## src/sv/bsml_pkg.sv

```systemverilog
`default_nettype none

package bsml_pkg;

  localparam int unsigned HEADER_BYTES = 2048;
  localparam int unsigned HDR_IDX_W = (HEADER_BYTES > 2) ? $clog2(HEADER_BYTES) : 1;

  localparam logic [7:0] BYTE_EXE  = 8'h63;
  localparam logic [7:0] BYTE_RAW  = 8'h64;
  localparam logic [7:0] BYTE_CTRL = 8'h62;

  localparam logic [2:0] K_WRITE  = 3'd0;
  localparam logic [2:0] K_HEADER = 3'd1;
  localparam logic [2:0] K_EXEC   = 3'd2;
  localparam logic [2:0] K_DONE   = 3'd3;
  localparam logic [2:0] K_CTRL   = 3'd4;

  typedef enum logic [1:0] {
    CMD_NONE,
    CMD_EXE,
    CMD_RAW,
    CMD_CTRL
  } cmd_t;

  typedef enum logic [2:0] {
    PH_IDLE,
    PH_HEADER,
    PH_ENTRY,
    PH_ADDR,
    PH_LEN,
    PH_PAYLOAD,
    PH_CTRL,
    PH_FINISH
  } phase_t;

  // One classified word waiting between the front and the back.
  typedef struct packed {
    logic [7:0] rx_byte;
    cmd_t       cmd;
  } rx_word_t;

  typedef struct packed {
    logic [2:0]  kind;
    logic [31:0] address;
    logic [7:0]  value;
  } result_t;

  // Places a byte into a little-endian word; byte zero starts a fresh word.
  function automatic logic [31:0] put_byte(input logic [31:0] word,
                                           input logic [1:0]  idx,
                                           input logic [7:0]  b);
    logic [31:0] base;
    base = (idx == 2'd0) ? 32'd0 : word;
    return base | (32'(b) << {idx, 3'b000});
  endfunction

endpackage

`default_nettype wire

```

## src/sv/bsml_front.sv

```systemverilog
`default_nettype none

module bsml_front
  import bsml_pkg::*;
(
  input  wire logic     clk,
  input  wire logic     rst_n,
  input  wire logic     in_push,
  input  wire logic     [7:0] in_rx_byte,
  output logic          in_full,
  output logic          q_valid,
  output rx_word_t      q_word,
  input  wire logic     q_take
);

  rx_word_t   mem_r [2];
  logic       wr_ptr_r, wr_ptr_nxt;
  logic       rd_ptr_r, rd_ptr_nxt;
  logic [1:0] count_r, count_nxt;
  logic       push_ok;
  logic       pop_ok;
  rx_word_t   word_in;

  always_comb begin
    word_in.rx_byte = in_rx_byte;
    if (in_rx_byte == BYTE_EXE) begin
      word_in.cmd = CMD_EXE;
    end else if (in_rx_byte == BYTE_RAW) begin
      word_in.cmd = CMD_RAW;
    end else if (in_rx_byte == BYTE_CTRL) begin
      word_in.cmd = CMD_CTRL;
    end else begin
      word_in.cmd = CMD_NONE;
    end
  end

  assign in_full = (count_r == 2'd2);
  assign q_valid = (count_r != 2'd0);
  assign q_word  = mem_r[rd_ptr_r];
  assign push_ok = in_push && !in_full;
  assign pop_ok  = q_take && q_valid;

  assign wr_ptr_nxt = push_ok ? ~wr_ptr_r : wr_ptr_r;
  assign rd_ptr_nxt = pop_ok ? ~rd_ptr_r : rd_ptr_r;
  assign count_nxt  = count_r + {1'b0, push_ok} - {1'b0, pop_ok};

  always_ff @(posedge clk) begin
    if (!rst_n) begin
      wr_ptr_r <= 1'b0;
      rd_ptr_r <= 1'b0;
      count_r  <= 2'd0;
    end else begin
      wr_ptr_r <= wr_ptr_nxt;
      rd_ptr_r <= rd_ptr_nxt;
      count_r  <= count_nxt;
    end
  end

  always_ff @(posedge clk) begin
    if (push_ok) begin
      mem_r[wr_ptr_r] <= word_in;
    end
  end

endmodule

`default_nettype wire

```

## src/sv/bsml_back.sv

```systemverilog
`default_nettype none

module bsml_back
  import bsml_pkg::*;
(
  input  wire logic     clk,
  input  wire logic     rst_n,
  input  wire logic     q_valid,
  input  wire rx_word_t q_word,
  output logic          q_take,
  output logic          out_empty,
  input  wire logic     out_pop,
  output logic [2:0]    out_kind,
  output logic [31:0]   out_address,
  output logic [7:0]    out_value
);

  phase_t               phase_r, phase_nxt;
  logic                 is_exe_r, is_exe_nxt;
  logic [HDR_IDX_W-1:0] cnt_r, cnt_nxt;
  logic [1:0]           shift_r, shift_nxt;
  logic [31:0]          entry_r, entry_nxt;
  logic [31:0]          dest_r, dest_nxt;
  logic [31:0]          remain_r, remain_nxt;

  result_t              res_mem_r [2];
  logic                 res_wr_r, res_rd_r;
  logic [1:0]           res_count_r;
  logic                 res_vld;
  result_t              res;
  logic                 res_push;
  logic                 res_pop;

  logic                 hdr_last;
  logic                 word_last;
  logic [31:0]          word_new;
  logic [7:0]           b;

  localparam logic [HDR_IDX_W-1:0] HDR_LAST = HDR_IDX_W'(HEADER_BYTES - 1);

  assign b         = q_word.rx_byte;
  assign q_take    = q_valid && (res_count_r != 2'd2);
  assign hdr_last  = (cnt_r == HDR_LAST);
  assign word_last = (shift_r == 2'd3);

  // The word under assembly depends on the phase; only one is open at a time.
  always_comb begin
    unique case (phase_r)
      PH_ENTRY: word_new = put_byte(entry_r, shift_r, b);
      PH_ADDR:  word_new = put_byte(dest_r, shift_r, b);
      default:  word_new = put_byte(remain_r, shift_r, b);
    endcase
  end

  always_comb begin
    phase_nxt = phase_r;
    if (q_take) begin
      unique case (phase_r)
        PH_HEADER:  phase_nxt = hdr_last ? PH_ENTRY : PH_HEADER;
        PH_ENTRY:   phase_nxt = word_last ? PH_ADDR : PH_ENTRY;
        PH_ADDR:    phase_nxt = word_last ? PH_LEN : PH_ADDR;
        PH_LEN: begin
          if (word_last) begin
            phase_nxt = (word_new == 32'd0) ? PH_IDLE : PH_PAYLOAD;
          end
        end
        PH_PAYLOAD: phase_nxt = (remain_r == 32'd1) ? PH_FINISH : PH_PAYLOAD;
        PH_CTRL:    phase_nxt = PH_IDLE;
        PH_IDLE, PH_FINISH: begin
          unique case (q_word.cmd)
            CMD_EXE:  phase_nxt = PH_HEADER;
            CMD_RAW:  phase_nxt = PH_ADDR;
            CMD_CTRL: phase_nxt = PH_CTRL;
            CMD_NONE: phase_nxt = PH_IDLE;
          endcase
        end
      endcase
    end
  end

  always_comb begin
    res_vld    = 1'b0;
    res        = '0;
    is_exe_nxt = is_exe_r;
    cnt_nxt    = cnt_r;
    shift_nxt  = shift_r;
    entry_nxt  = entry_r;
    dest_nxt   = dest_r;
    remain_nxt = remain_r;
    if (q_take) begin
      unique case (phase_r)
        PH_HEADER: begin
          res_vld = 1'b1;
          res     = '{kind: K_HEADER, address: 32'(cnt_r), value: b};
          cnt_nxt = hdr_last ? '0 : cnt_r + 1'b1;
          if (hdr_last) begin
            shift_nxt = 2'd0;
          end
        end
        PH_ENTRY: begin
          entry_nxt = word_new;
          shift_nxt = shift_r + 2'd1;
        end
        PH_ADDR: begin
          dest_nxt  = word_new;
          shift_nxt = shift_r + 2'd1;
        end
        PH_LEN: begin
          remain_nxt = word_new;
          shift_nxt  = shift_r + 2'd1;
          if (word_last && (word_new == 32'd0)) begin
            res_vld = 1'b1;
            res     = is_exe_r ? result_t'{kind: K_EXEC, address: entry_r, value: 8'd0}
                               : result_t'{kind: K_DONE, address: 32'd0, value: 8'd0};
          end
        end
        PH_PAYLOAD: begin
          res_vld    = 1'b1;
          res        = '{kind: K_WRITE, address: dest_r, value: b};
          dest_nxt   = dest_r + 32'd1;
          remain_nxt = remain_r - 32'd1;
        end
        PH_CTRL: begin
          res_vld = 1'b1;
          res     = '{kind: K_CTRL, address: 32'd0, value: b};
        end
        PH_IDLE, PH_FINISH: begin
          // The word after a finished load is also parsed as a fresh command.
          if (phase_r == PH_FINISH) begin
            res_vld = 1'b1;
            res     = is_exe_r ? result_t'{kind: K_EXEC, address: entry_r, value: 8'd0}
                               : result_t'{kind: K_DONE, address: 32'd0, value: 8'd0};
          end
          shift_nxt = 2'd0;
          cnt_nxt   = '0;
          if (q_word.cmd == CMD_EXE) begin
            is_exe_nxt = 1'b1;
          end else if (q_word.cmd == CMD_RAW) begin
            is_exe_nxt = 1'b0;
          end
        end
      endcase
    end
  end

  always_ff @(posedge clk) begin
    if (!rst_n) begin
      phase_r  <= PH_IDLE;
      is_exe_r <= 1'b0;
      cnt_r    <= '0;
      shift_r  <= 2'd0;
      entry_r  <= 32'd0;
      dest_r   <= 32'd0;
      remain_r <= 32'd0;
    end else begin
      phase_r  <= phase_nxt;
      is_exe_r <= is_exe_nxt;
      cnt_r    <= cnt_nxt;
      shift_r  <= shift_nxt;
      entry_r  <= entry_nxt;
      dest_r   <= dest_nxt;
      remain_r <= remain_nxt;
    end
  end

  // Two-entry result buffer toward the consumer.
  assign res_push    = res_vld;
  assign res_pop     = out_pop && !out_empty;
  assign out_empty   = (res_count_r == 2'd0);
  assign out_kind    = res_mem_r[res_rd_r].kind;
  assign out_address = res_mem_r[res_rd_r].address;
  assign out_value   = res_mem_r[res_rd_r].value;

  always_ff @(posedge clk) begin
    if (!rst_n) begin
      res_wr_r    <= 1'b0;
      res_rd_r    <= 1'b0;
      res_count_r <= 2'd0;
    end else begin
      res_wr_r    <= res_push ? ~res_wr_r : res_wr_r;
      res_rd_r    <= res_pop ? ~res_rd_r : res_rd_r;
      res_count_r <= res_count_r + {1'b0, res_push} - {1'b0, res_pop};
    end
  end

  always_ff @(posedge clk) begin
    if (res_push) begin
      res_mem_r[res_wr_r] <= res;
    end
  end

endmodule

`default_nettype wire

```

## src/sv/byte_stream_memory_loader.sv

```systemverilog
// A pushed word is registered in the input queue and any result of it in the output queue.
// Throughput: one word per cycle while the output queue is not full, set by the parser.
// Two-entry queues on both sides let input and output stall independently.
// Reset (rst_n low, synchronous) empties both queues and returns the parser to idle
// with all its words cleared.
`default_nettype none

module byte_stream_memory_loader
  import bsml_pkg::*;
(
  input  wire logic   clk,
  input  wire logic   rst_n,
  input  wire logic   in_push,
  input  wire logic   [7:0] in_rx_byte,
  output logic        in_full,
  output logic        out_empty,
  input  wire logic   out_pop,
  output logic [2:0]  out_kind,
  output logic [31:0] out_address,
  output logic [7:0]  out_value
);

  logic     q_valid;
  logic     q_take;
  rx_word_t q_word;

  bsml_front u_front (
    .clk        (clk),
    .rst_n      (rst_n),
    .in_push    (in_push),
    .in_rx_byte (in_rx_byte),
    .in_full    (in_full),
    .q_valid    (q_valid),
    .q_word     (q_word),
    .q_take     (q_take)
  );

  bsml_back u_back (
    .clk         (clk),
    .rst_n       (rst_n),
    .q_valid     (q_valid),
    .q_word      (q_word),
    .q_take      (q_take),
    .out_empty   (out_empty),
    .out_pop     (out_pop),
    .out_kind    (out_kind),
    .out_address (out_address),
    .out_value   (out_value)
  );

endmodule

`default_nettype wire

```

## config.mk

```make
export PLATFORM = sky130hd
export DESIGN_NAME = byte_stream_memory_loader
export DESIGN_NICKNAME = d
export VERILOG_FILES = /design/src/sv/bsml_pkg.sv /design/src/sv/bsml_front.sv /design/src/sv/bsml_back.sv /design/src/sv/byte_stream_memory_loader.sv
export SDC_FILE = /design/constraint.sdc
export NUM_CORES = 1
export LEC_CHECK = 0
export BUFFER_PORTS_ARGS = -buffer_cell sky130_fd_sc_hd__clkbuf_2
export CORE_UTILIZATION = 30
export DETAILED_ROUTE_END_ITERATION = 12
export MAX_ROUTING_LAYER = met4
export PLACE_DENSITY_LB_ADDON = 0.05
export SLEW_MARGIN = 40
export SYNTH_ARGS = -nofsm -noshare
export SYNTH_HDL_FRONTEND = slang
export SYNTH_SLANG_ARGS = --single-unit
export TNS_END_PERCENT = 1
```

## constraint.sdc

```tcl
create_clock -name clk -period 16.4 [get_ports clk]
set_clock_uncertainty 0.1 [all_clocks]
set_input_delay 0.82 -clock clk [delete_from_list [all_inputs] [get_ports clk]]
set_output_delay 0.82 -clock clk [all_outputs]
set_load 0.1 [all_outputs]
```

# [Word-level counts from Yosys, hierarchy flattened]
# Memory sizes are Yosys's and may differ from the RTL's. A register that Yosys moved wholly into a read port is not among the register bits.
# Cells that the tools add are included.
[word_totals] elab_cells=119 regBits=121 mem_bits_rw=106 latchBits=0 out_inout_bits=45 rom_bits=0 mem_count=2
[op_classes] bitwise_logic=7 n_lt_le_gt_ge=0 eq_ne=20 n_div=0 addsub=8 reduce_logical=28 mul=0 mux=40 shift=1
[memory_table] memory="u_back.res_mem_r" depth=2 word_bits=43 rd=1 rd_clocked_by_memory_dff=1 write_ports=1 line_no="bsml_back.sv:26" rtl="result_t res_mem_r [2];"
[memory_table] memory="u_front.mem_r" depth=2 word_bits=10 rd=1 rd_clocked_by_memory_dff=1 write_ports=1 line_no="bsml_front.sv:16" rtl="rx_word_t mem_r [2];"
[ops] operator="$pmux W43 S5" n=1
[ops] operator="$pmux W32 S2" n=3
[ops] operator="$mux W43" n=3
[ops] operator="$mux W32" n=3
[ops] operator="$or A32 B32 Y32" n=3
[ops] operator="$mux W41" n=1
[ops] operator="$add A32 B1 Y32 const B" n=1
[ops] operator="$eq A32 B1 Y1 const B" n=1
[ops] operator="$logic_not A32 Y1" n=1
[ops] operator="$shl A8 B5 Y32" n=1
[ops] operator="$sub A32 B1 Y32 const B" n=1
[ops] operator="$eq A8 B7 Y1 const B" n=3
[ops] operator="$pmux W11 S2" n=1
[ops] operator="$pmux W3 S7" n=1
[ops] operator="$mux W1" n=14
[ops] operator="$eq A3 B3 Y1 const B" n=4
[ops] operator="$mux W2" n=6
[ops] operator="$pmux W3 S4" n=1
[ops] operator="$add A11 B1 Y11 const B" n=1
[ops] operator="$eq A11 B11 Y1 const B" n=1
[ops] operator="$mux W11" n=1
[ops] operator="$reduce_and A2 Y1" n=5
[ops] operator="$reduce_bool A2 Y1" n=5
[ops] operator="$mux W3" n=3
[ops] operator="other kinds (20)" n=39

# [Logic depth before layout (Yosys ltp)]
# Gate-level depths: netlist (run 1).
[logic_depth] depth_word=11 depth_mapped=14 depth_no_buf=12

# [Hierarchy]
# A second synthesis (run 1) with hierarchy kept.
[unflattened] cells_unflattened=1308 hier_area_um2=11841.4
[by_module_without_submodules] module="bsml_back" instances=1 area_each_um2=10836.6 cells_per_inst=1245
[by_module_without_submodules] module="bsml_front" instances=1 area_each_um2=1004.7 cells_per_inst=63

# [Least setup slack after synthesis (run 1)]
# Ideal clock, no wire load.
[synth_path] kind="reg-to-reg" start="register u_back.shift_r[0]" end="memory u_back.res_mem_r[0][0] (netlist bit) (enable)" setup_ns=0.496 path_stages_with_launch=12 setup_slack_ns=10.810 path_buffers=2 arrival_time_ns=4.993 cell_sequence="dfxtp_1 inv_1 ha_1 or3b_1 buf_2 buf_2 o22ai_1 a21oi_1 nand4_1 nor4_4 a41oi_1 nor3_1"
[synth_via] elab_chain_cells=11 elab_cells_between_ends=17 classes_between="eq/ne (1); shift (1); mux (9); bitwise (3); reduce/logical (3)"
[synth_lines] item="start, declared" line_no="bsml_back.sv:21" rtl="logic [1:0] shift_r, shift_nxt;"
[synth_lines] item="start signal, assigned" line_no="bsml_back.sv:159" rtl="shift_r <= shift_nxt;"
[synth_lines] item="branches (longest 5 deep; another with $shl A8 B5 Y32)"
[synth_lines] item="$logic_and A1 B1 Y1 *" line_no="bsml_back.sv:111" rtl="if (word_last && (word_new == 32'd0)) begin"
[synth_lines] item="$mux W1 *" line_no="bsml_back.sv:111"
[synth_lines] item="$pmux W1 S3 *" line_no="bsml_back.sv:91" rtl="unique case (phase_r)"
[synth_lines] item="$mux W1 *" line_no="bsml_back.sv:90" rtl="if (q_take) begin"
[synth_lines] item="$mux W1 *" line_no="bsml_back.sv:187" rtl="if (res_push) begin"
[synth_lines] item="$mux W1 (not written as such) *" line_no="bsml_back.sv:188" rtl="res_mem_r[res_wr_r] <= res;"
[synth_lines] item="end, declared" line_no="bsml_back.sv:26"
# Every way passes the cells marked *.

# [Final worst setup path (run 1)]
[layout_path] start="register u_back.phase_r[0]" end="memory u_back.res_mem_r[0][30] (netlist bit) (enable)"
[layout_via] elab_chain_cells=9 elab_cells_between_ends=19 classes_between="eq/ne (7); mux (7); reduce/logical (5)"
[layout_lines] item="start, declared" line_no="bsml_back.sv:18" rtl="phase_t phase_r, phase_nxt;"
[layout_lines] item="start signal, assigned" line_no="bsml_back.sv:156" rtl="phase_r <= phase_nxt;"
[layout_lines] item="$eq A3 B2 Y1" line_no="bsml_back.sv:48" rtl="unique case (phase_r)"
[layout_lines] item="$pmux W32 S2" line_no="bsml_back.sv:48"
[layout_lines] item="$logic_not A32 Y1" line_no="bsml_back.sv:111"
[layout_lines] item="$logic_and A1 B1 Y1" line_no="bsml_back.sv:111"
[layout_lines] item="$mux W1" line_no="bsml_back.sv:111"
[layout_lines] item="$pmux W1 S3 *" line_no="bsml_back.sv:91"
[layout_lines] item="$mux W1 *" line_no="bsml_back.sv:90"
[layout_lines] item="$mux W1 *" line_no="bsml_back.sv:187"
[layout_lines] item="$mux W1 (not written as such) *" line_no="bsml_back.sv:188"
# Mark *: on every way between the ends. The rest lies on a longest branch, timed or not.

==> results.sh, run 1 <==
export IMPL_cts_resized_gates=0
export IMPL_cts_sinks=229
export IMPL_status="finished with violations"
export IMPL_gp_congestion=0.883
export IMPL_cts_clk_slew_worst_paths_ns=0.06
export IMPL_crit_fanout=50
export IMPL_hp_class="primary input to flop"
export IMPL_worstSetupEndpointType="flop"
export IMPL_syn_area_sq_um=12400
export IMPL_htreeDepth=1
export IMPL_fp_row_count=74
export IMPL_routed_wl_microns=42100
export IMPL_critPathBufInv=2
export IMPL_dieArea_sq_um=42000
export IMPL_slew_viol_final=0
export IMPL_arrival_ns=4.44
export IMPL_synth_largest_area_cell="edfxtp_1"
export IMPL_power_leakage_nw=5.04
export IMPL_post_route_period_util_pct=26.5
export IMPL_final_min_clock_period_ns=4.35
export IMPL_synth_seq_area_share_pct=45.7
export IMPL_grt_setup_unrepaired="no"
export IMPL_slew_headroom_pct=46.1
export IMPL_tightest_slew_ns=0.808
export IMPL_numCtsBuffers=28
export IMPL_cp_slowest_cell="buf_4"
export IMPL_multi_input_area_sq_um=6210
export IMPL_clockBufferDepth=3
export IMPL_io_pins=57
export IMPL_drc=1
export IMPL_synth_fp_nets=1386
export IMPL_holdBufCountCts=0
export IMPL_wl_per_cell_microns=22.0
export IMPL_finalInstanceArea_sq_um=14000
export IMPL_ys_flop_type="dfxtp_1"
export IMPL_dpl_hpwl_microns=29400
export IMPL_synth_area_leaders="edfxtp_1 26%, dfxtp_1 20%, a21oi_1 4.4%, mux2_2 4.1%, o21ai_0 4.1%"
export IMPL_cellPowerDensity_nw_per_um2=167
export IMPL_antenna_found_initial=2
export IMPL_synth_edf_count=106
export IMPL_yosysMostFrequentCell="dfxtp_1"
export IMPL_clock_fmax_mhz=230
export IMPL_hold_viol=0
export IMPL_crit_family="buffers and inverters"
export IMPL_place_inst=1860
export IMPL_fin_nets=1382
export IMPL_syn_area_per_cell_sq_um=9.08
export IMPL_grt_max_degree=78
export IMPL_vias_per_cell=5.50
export IMPL_drtIter0Drc=846
export IMPL_ys_seq_elements=229
export IMPL_first_global_vias=9845
export IMPL_synth_top_area_share_pct=25.7
export IMPL_path_common_cell="buf_4"
export IMPL_gr_usage_all_layers_pct=20.7
export IMPL_post_cts_buffers=0
export IMPL_final_antenna_net_count=0
export IMPL_cp_data_required_time_ns=16.49
export IMPL_yosysWarningCount=0
export IMPL_grt_pass1_wl_microns=64300
export IMPL_routed_via_count=10500
export IMPL_clock_latency_ns=0.56
export IMPL_setup_worst_path_class="flop to flop"
export IMPL_grt_overflow=0
export IMPL_placed_cell_area_sq_um=13100
export IMPL_start_kind="flop"
export IMPL_path_cells="buf_4 -> mux2i_1 -> o22ai_1 -> a21oi_1 -> nand4_1 -> nor4_4 -> a41oi_1 -> nor3_2 -> buf_4"
export IMPL_fin_tns_setup_ns=0
export IMPL_synth_common_cells="123 x dfxtp_1, 120 x nor2_1, 109 x a21oi_1"
export IMPL_peakVddDrop_uv=73.1
export IMPL_violations="DRC"
export IMPL_root_buffer="clkbuf_16"
export IMPL_slowest_delay_ns=0.59
export IMPL_die_x_microns=205
export IMPL_hold_slack_ns=0.380
export IMPL_final_cells=1912
export IMPL_portBuffers=56
export IMPL_first_pass_iters=9
export IMPL_cts_tree="done"
export IMPL_core_sq_um=40700
export IMPL_dieHeight_microns=205
export IMPL_layout_drive_gt1_share_pct=15.2
export IMPL_synth_cell_types=64
export IMPL_ys_async_sr_fraction_pct=0
export IMPL_p_total_mw=2.34
export IMPL_seq_area_sq_um=5650
export IMPL_area_growth_pct=13.2
export IMPL_initial_core_util_pct=30.4
export IMPL_drv_cap=0
export IMPL_num_antenna_cells=0
export IMPL_num_fill_cells=4207
export IMPL_setup_violations=0
export IMPL_synthCells=1362
path summary, 6_finish.rpt:
path | start | end | slack (ns) | cells past startpoint
worst max-delay path | u_back.phase_r[0] | u_back.res_mem_r[0][30] | 12.05 | 9
worst min-delay path | in_rx_byte[0] | u_front.mem_r[1][2] | 0.38 | 1
worst max register to register | u_back.phase_r[0] | u_back.res_mem_r[0][30] | 12.05 | 9
worst min register to register | u_back.remain_r[14] | u_back.remain_r[14] | 0.42 | 2
cells by family after synthesis:
logic type                 Yosys count  synth area share [%]
DFF                                229                  45.7
and+or+nand+nor                    476                  18.9
buffers and inverters              132                  4.47
muxes                               86                  7.94
AOI/OAI and AO/OA                  413                  20.8
adders and majority gates           12                  1.21
xor gates and xnor gates            14                 0.992
final cells by class:
| type | instances | area share, % |
|---|---|---|
| inverters | 23 | 0.617 |
| clock buffers | 37 | 5.54 |
| multi-input cells | 1001 | 44.4 |
| well taps | 532 | 4.76 |
| repair buffers | 75 | 3.21 |
| clock inverters | 15 | 1.08 |
| flip-flops and latches | 229 | 40.4 |
routing by layer:
layer | part of all wire, % | track usage [%] | wire (microns) | up-vias
li1 | - | - | - | 5016
met1 | 52 | 31.5 | 21900 | 5170
met2 | 41 | 28.7 | 17400 | 290
met3 | 5.2 | 2.37 | 2170 | 46
met4 | 1.6 | 4.58 | 660 | 0
met5 | 0 | - | 0 | -
power by group:
part           internal, mW  switching (mW)
registers             0.676          0.0856
logic                 0.239           0.711
clock network         0.378           0.249
total                  1.29            1.05
flip-flops by register name (all words and copies together), names as in the netlist, 2 cells and up, named ones only:
register,count
u_back.phase_r,3
u_back.res_mem_r,86
u_back.cnt_r,11
u_front.count_r,2
u_front.mem_r,20
u_back.dest_r,32
u_back.entry_r,32
u_back.shift_r,2
u_back.remain_r,32
u_back.res_count_r,2
through the flow:
step	setup slack (ns)	utilization [%]
floorplan	10.81	-
global placement	12.22	32.0
detailed placement	12.04	32.0
CTS	12.05	34.3
global route	11.91	34.3
finish	12.05	34.3
placed cells by master, fill, tap and decap left out, types with 7 or more instances in the layout:
cell type,instances
dfxtp_1,119
nor2_1,115
a21oi_1,109
nand2_1,106
edfxtp_1,106
o21ai_0,101
nand3_1,83
clkbuf_2,55
mux2_2,45
o22ai_1,44
mux2i_1,33
o21ai_1,33
o211a_1,33
clkbuf_16,29
nor3_1,28
inv_1,23
and3_1,23
and2_1,19
nor2b_1,18
nand4_1,18
a21boi_0,18
buf_4,18
nor4_1,13
a22oi_1,13
a22o_1,12
ha_1,12
a31oi_1,11
nand2b_1,8
xnor2_1,8
or3_1,7
o21a_1,7
o221a_2,7
(Power assumes the default switching activity.)
==> run 2: changes to the inputs <==
Settings changed: ABC_AREA from default to 1.
Clock period 16.4 ns to 3.8 ns, I/O delays scaled along.
==> results.sh, run 2 <==
export IMPL_area_growth_pct=16.2
export IMPL_core_sq_um=40100
export IMPL_root_buffer="clkbuf_16"
export IMPL_slew_viol_final=0
export IMPL_synth_seq_area_share_pct=45.9
export IMPL_synth_cell_types=48
export IMPL_ys_seq_elements=229
export IMPL_final_cell_mix="305 x nand2_1, 174 x nor2_1, 156 x o21ai_0"
export IMPL_die_x_microns=204
export IMPL_synth_common_cells="305 x nand2_1, 180 x nor2_1, 157 x o21ai_0"
export IMPL_hold_slack_ns=0.0951
export IMPL_gp_congestion=0.860
export IMPL_dpl_hpwl_microns=30100
export IMPL_drv_cap=0
export IMPL_hp_class="primary input to flop"
export IMPL_initial_core_util_pct=30.7
export IMPL_placed_cell_area_sq_um=13300
export IMPL_synth_area_leaders="edfxtp_1 26%, dfxtp_1 20%, nand2_1 9.3%, o21ai_0 6.4%, nor2_1 5.5%"
export IMPL_wl_per_cell_microns=19.4
export IMPL_grt_max_degree=95
export IMPL_dieHeight_microns=204
export IMPL_numCtsBuffers=29
export IMPL_final_antenna_net_count=0
export IMPL_final_min_clock_period_ns=3.44
export IMPL_layout_drive_gt1_share_pct=13.4
export IMPL_syn_area_per_cell_sq_um=7.86
export IMPL_cts_clk_slew_worst_paths_ns=0.06
export IMPL_crit_fanout=37
export IMPL_synth_edf_count=106
export IMPL_synthCells=1564
export IMPL_htreeDepth=1
export IMPL_clock_fmax_mhz=291
export IMPL_cts_tree="done"
export IMPL_routed_via_count=11200
export IMPL_post_cts_buffers=0
export IMPL_synth_top_area_share_pct=25.9
export IMPL_ys_flop_type="dfxtp_1"
export IMPL_regMostFlops="u_back.res_mem_r"
export IMPL_yosysMostFrequentCell="nand2_1"
export IMPL_worstSetupEndpointType="flop"
export IMPL_largest_register_ffs=86
export IMPL_peakVddDrop_uv=408
export IMPL_vias_per_cell=5.19
export IMPL_setup_violations=0
export IMPL_post_route_util_pct=35.7
export IMPL_num_fill_cells=4257
export IMPL_place_ws_ns=-0.00163
export IMPL_ys_async_sr_fraction_pct=0
export IMPL_cellPowerDensity_nw_per_um2=784
export IMPL_power_leakage_nw=5.63
export IMPL_synth_largest_area_cell="edfxtp_1"
export IMPL_clock_latency_ns=0.55
export IMPL_num_antenna_cells=0
export IMPL_drtIter0Drc=1069
export IMPL_finalInstanceArea_sq_um=14300
export IMPL_grt_overflow=0
export IMPL_routed_wl_microns=42000
export IMPL_dieArea_sq_um=41800
export IMPL_clockBufferDepth=3
export IMPL_io_pins=57
export IMPL_start_kind="flop"
export IMPL_first_global_vias=10200
export IMPL_status="finished, final reports clean"
export IMPL_layout_commonest_cell="nand2_1"
export IMPL_grt_pass1_wl_microns=64600
export IMPL_slew_headroom_pct=42.8
export IMPL_tightest_slew_ns=0.849
export IMPL_antenna_found_initial=0
export IMPL_cp_data_required_time_ns=3.94
export IMPL_setup_worst_path_class="flop to flop"
export IMPL_layout_setup_ws_ns=0.359
export IMPL_fp_row_count=73
export IMPL_yosysWarningCount=0
export IMPL_post_route_period_util_pct=90.5
export IMPL_drc=0
export IMPL_portBuffers=56
export IMPL_cts_sinks=229
export IMPL_synth_fp_nets=1588
export IMPL_syn_area_sq_um=12300
export IMPL_hold_viol=0
export IMPL_first_pass_iters=5
export IMPL_arrival_ns=3.58
export IMPL_gr_usage_all_layers_pct=20.8
export IMPL_grt_setup_unrepaired="no"
export IMPL_fin_nets=1638
[run 2: changes by cell type in the layout (fill, tap and decap cells not counted), moves of 20 or more]
cell     delta
nand3_1    +51
o21ai_1    -31
o21ai_0    +55
and3_1     -22
buf_4      +20
nand2_1   +199
inv_1      +98
nor2_1     +59
o22ai_1    -37
o211a_1    -33
a31oi_1    +20
mux2i_1    -33
[run 2: critical path, stage by stage (launching register included)]
cell and delay, ns:
dfxtp_2 0.45, clkinv_2 0.20, nand2_1 0.15, nand2_1 0.21, nand3_1 0.13, nand2_1 0.12, nor2_1 0.18, nand2_1 0.07
nor2_1 0.23, nand2_1 0.09, nor2_1 0.18, nand4_2 0.18, nand2_1 0.18, nand2_1 0.13, nor2_4 0.23, buf_12 0.25
[run 2: power by group]
| part | internal (mW) | switching, mW | total [mW] |
|---|---|---|---|
| Combinational | 1.30 | 3.87 | 5.17 |
| Sequential | 2.96 | 0.370 | 3.33 |
| Clock | 1.61 | 1.09 | 2.70 |
| Total | 5.88 | 5.33 | 11.2 |
[run 2: metrics by stage]
step	power [mW]	cells	setup TNS, ns
after floorplan	7.10	1564	0
after global placement	8.53	2099	0
after detailed placement	8.54	2099	-0.00957
after CTS	11.3	2160	0
after global routing	11.9	2160	0
final	11.2	2160	0
[run 2: repair_timing]
action                     CTS  global route
hold endpoints to repair    22             0
gates resized for setup      1             1
setup endpoints to repair   13            37
hold buffers                 9             0
[run 2: cell type report]
cell class                      instances  area, sq um  area share (%)
Sequential cell                       229         5650            39.5
Timing Repair Buffer                  108          756            5.29
Inverter                              130          489            3.42
Tap cell                              525          657            4.59
Multi-Input combinational cell       1116         5830            40.8
Clock inverter                         16          154            1.08
Clock buffer                           36          762            5.33
[run 2: path summary, 6_finish.rpt]
| check | start | to | slack (ns) | cells past startpoint |
|---|---|---|---|---|
| worst max register to register | flop | u_back.res_mem_r[0][28] | 0.36 | 15 |
| worst min register to register | u_back.res_rd_r | flop | 0.35 | 1 |
| worst max-delay path | flop | u_back.res_mem_r[0][28] | 0.36 | 15 |
| worst min-delay path | rst_n | u_back.cnt_r[5] | 0.1 | 3 |
[run 2: cells by family (layout without fill, tap and decap cells)]
| logic type | count (synthesis) | after routing | synth area share, % |
|---|---|---|---|
| adders and majority gates | 12 | 12 | 1.22 |
| AOI/OAI and AO/OA | 358 | 358 | 16.9 |
| xor gates and xnor gates | 21 | 21 | 1.50 |
| DFF | 229 | 229 | 45.9 |
| buffers and inverters | 219 | 290 | 7.19 |
| and+or+nand+nor | 682 | 682 | 23.4 |
| muxes | 43 | 43 | 3.94 |
[run 2: metal layers]
layer  vias up  track usage, %  part of all wire, %
met1      5321            31.7                   52
met5         -               -                    0
li1       5501               -                    -
met4         0            4.90                  2.0
met2       327            28.6                   40
met3        58            2.77                  5.9
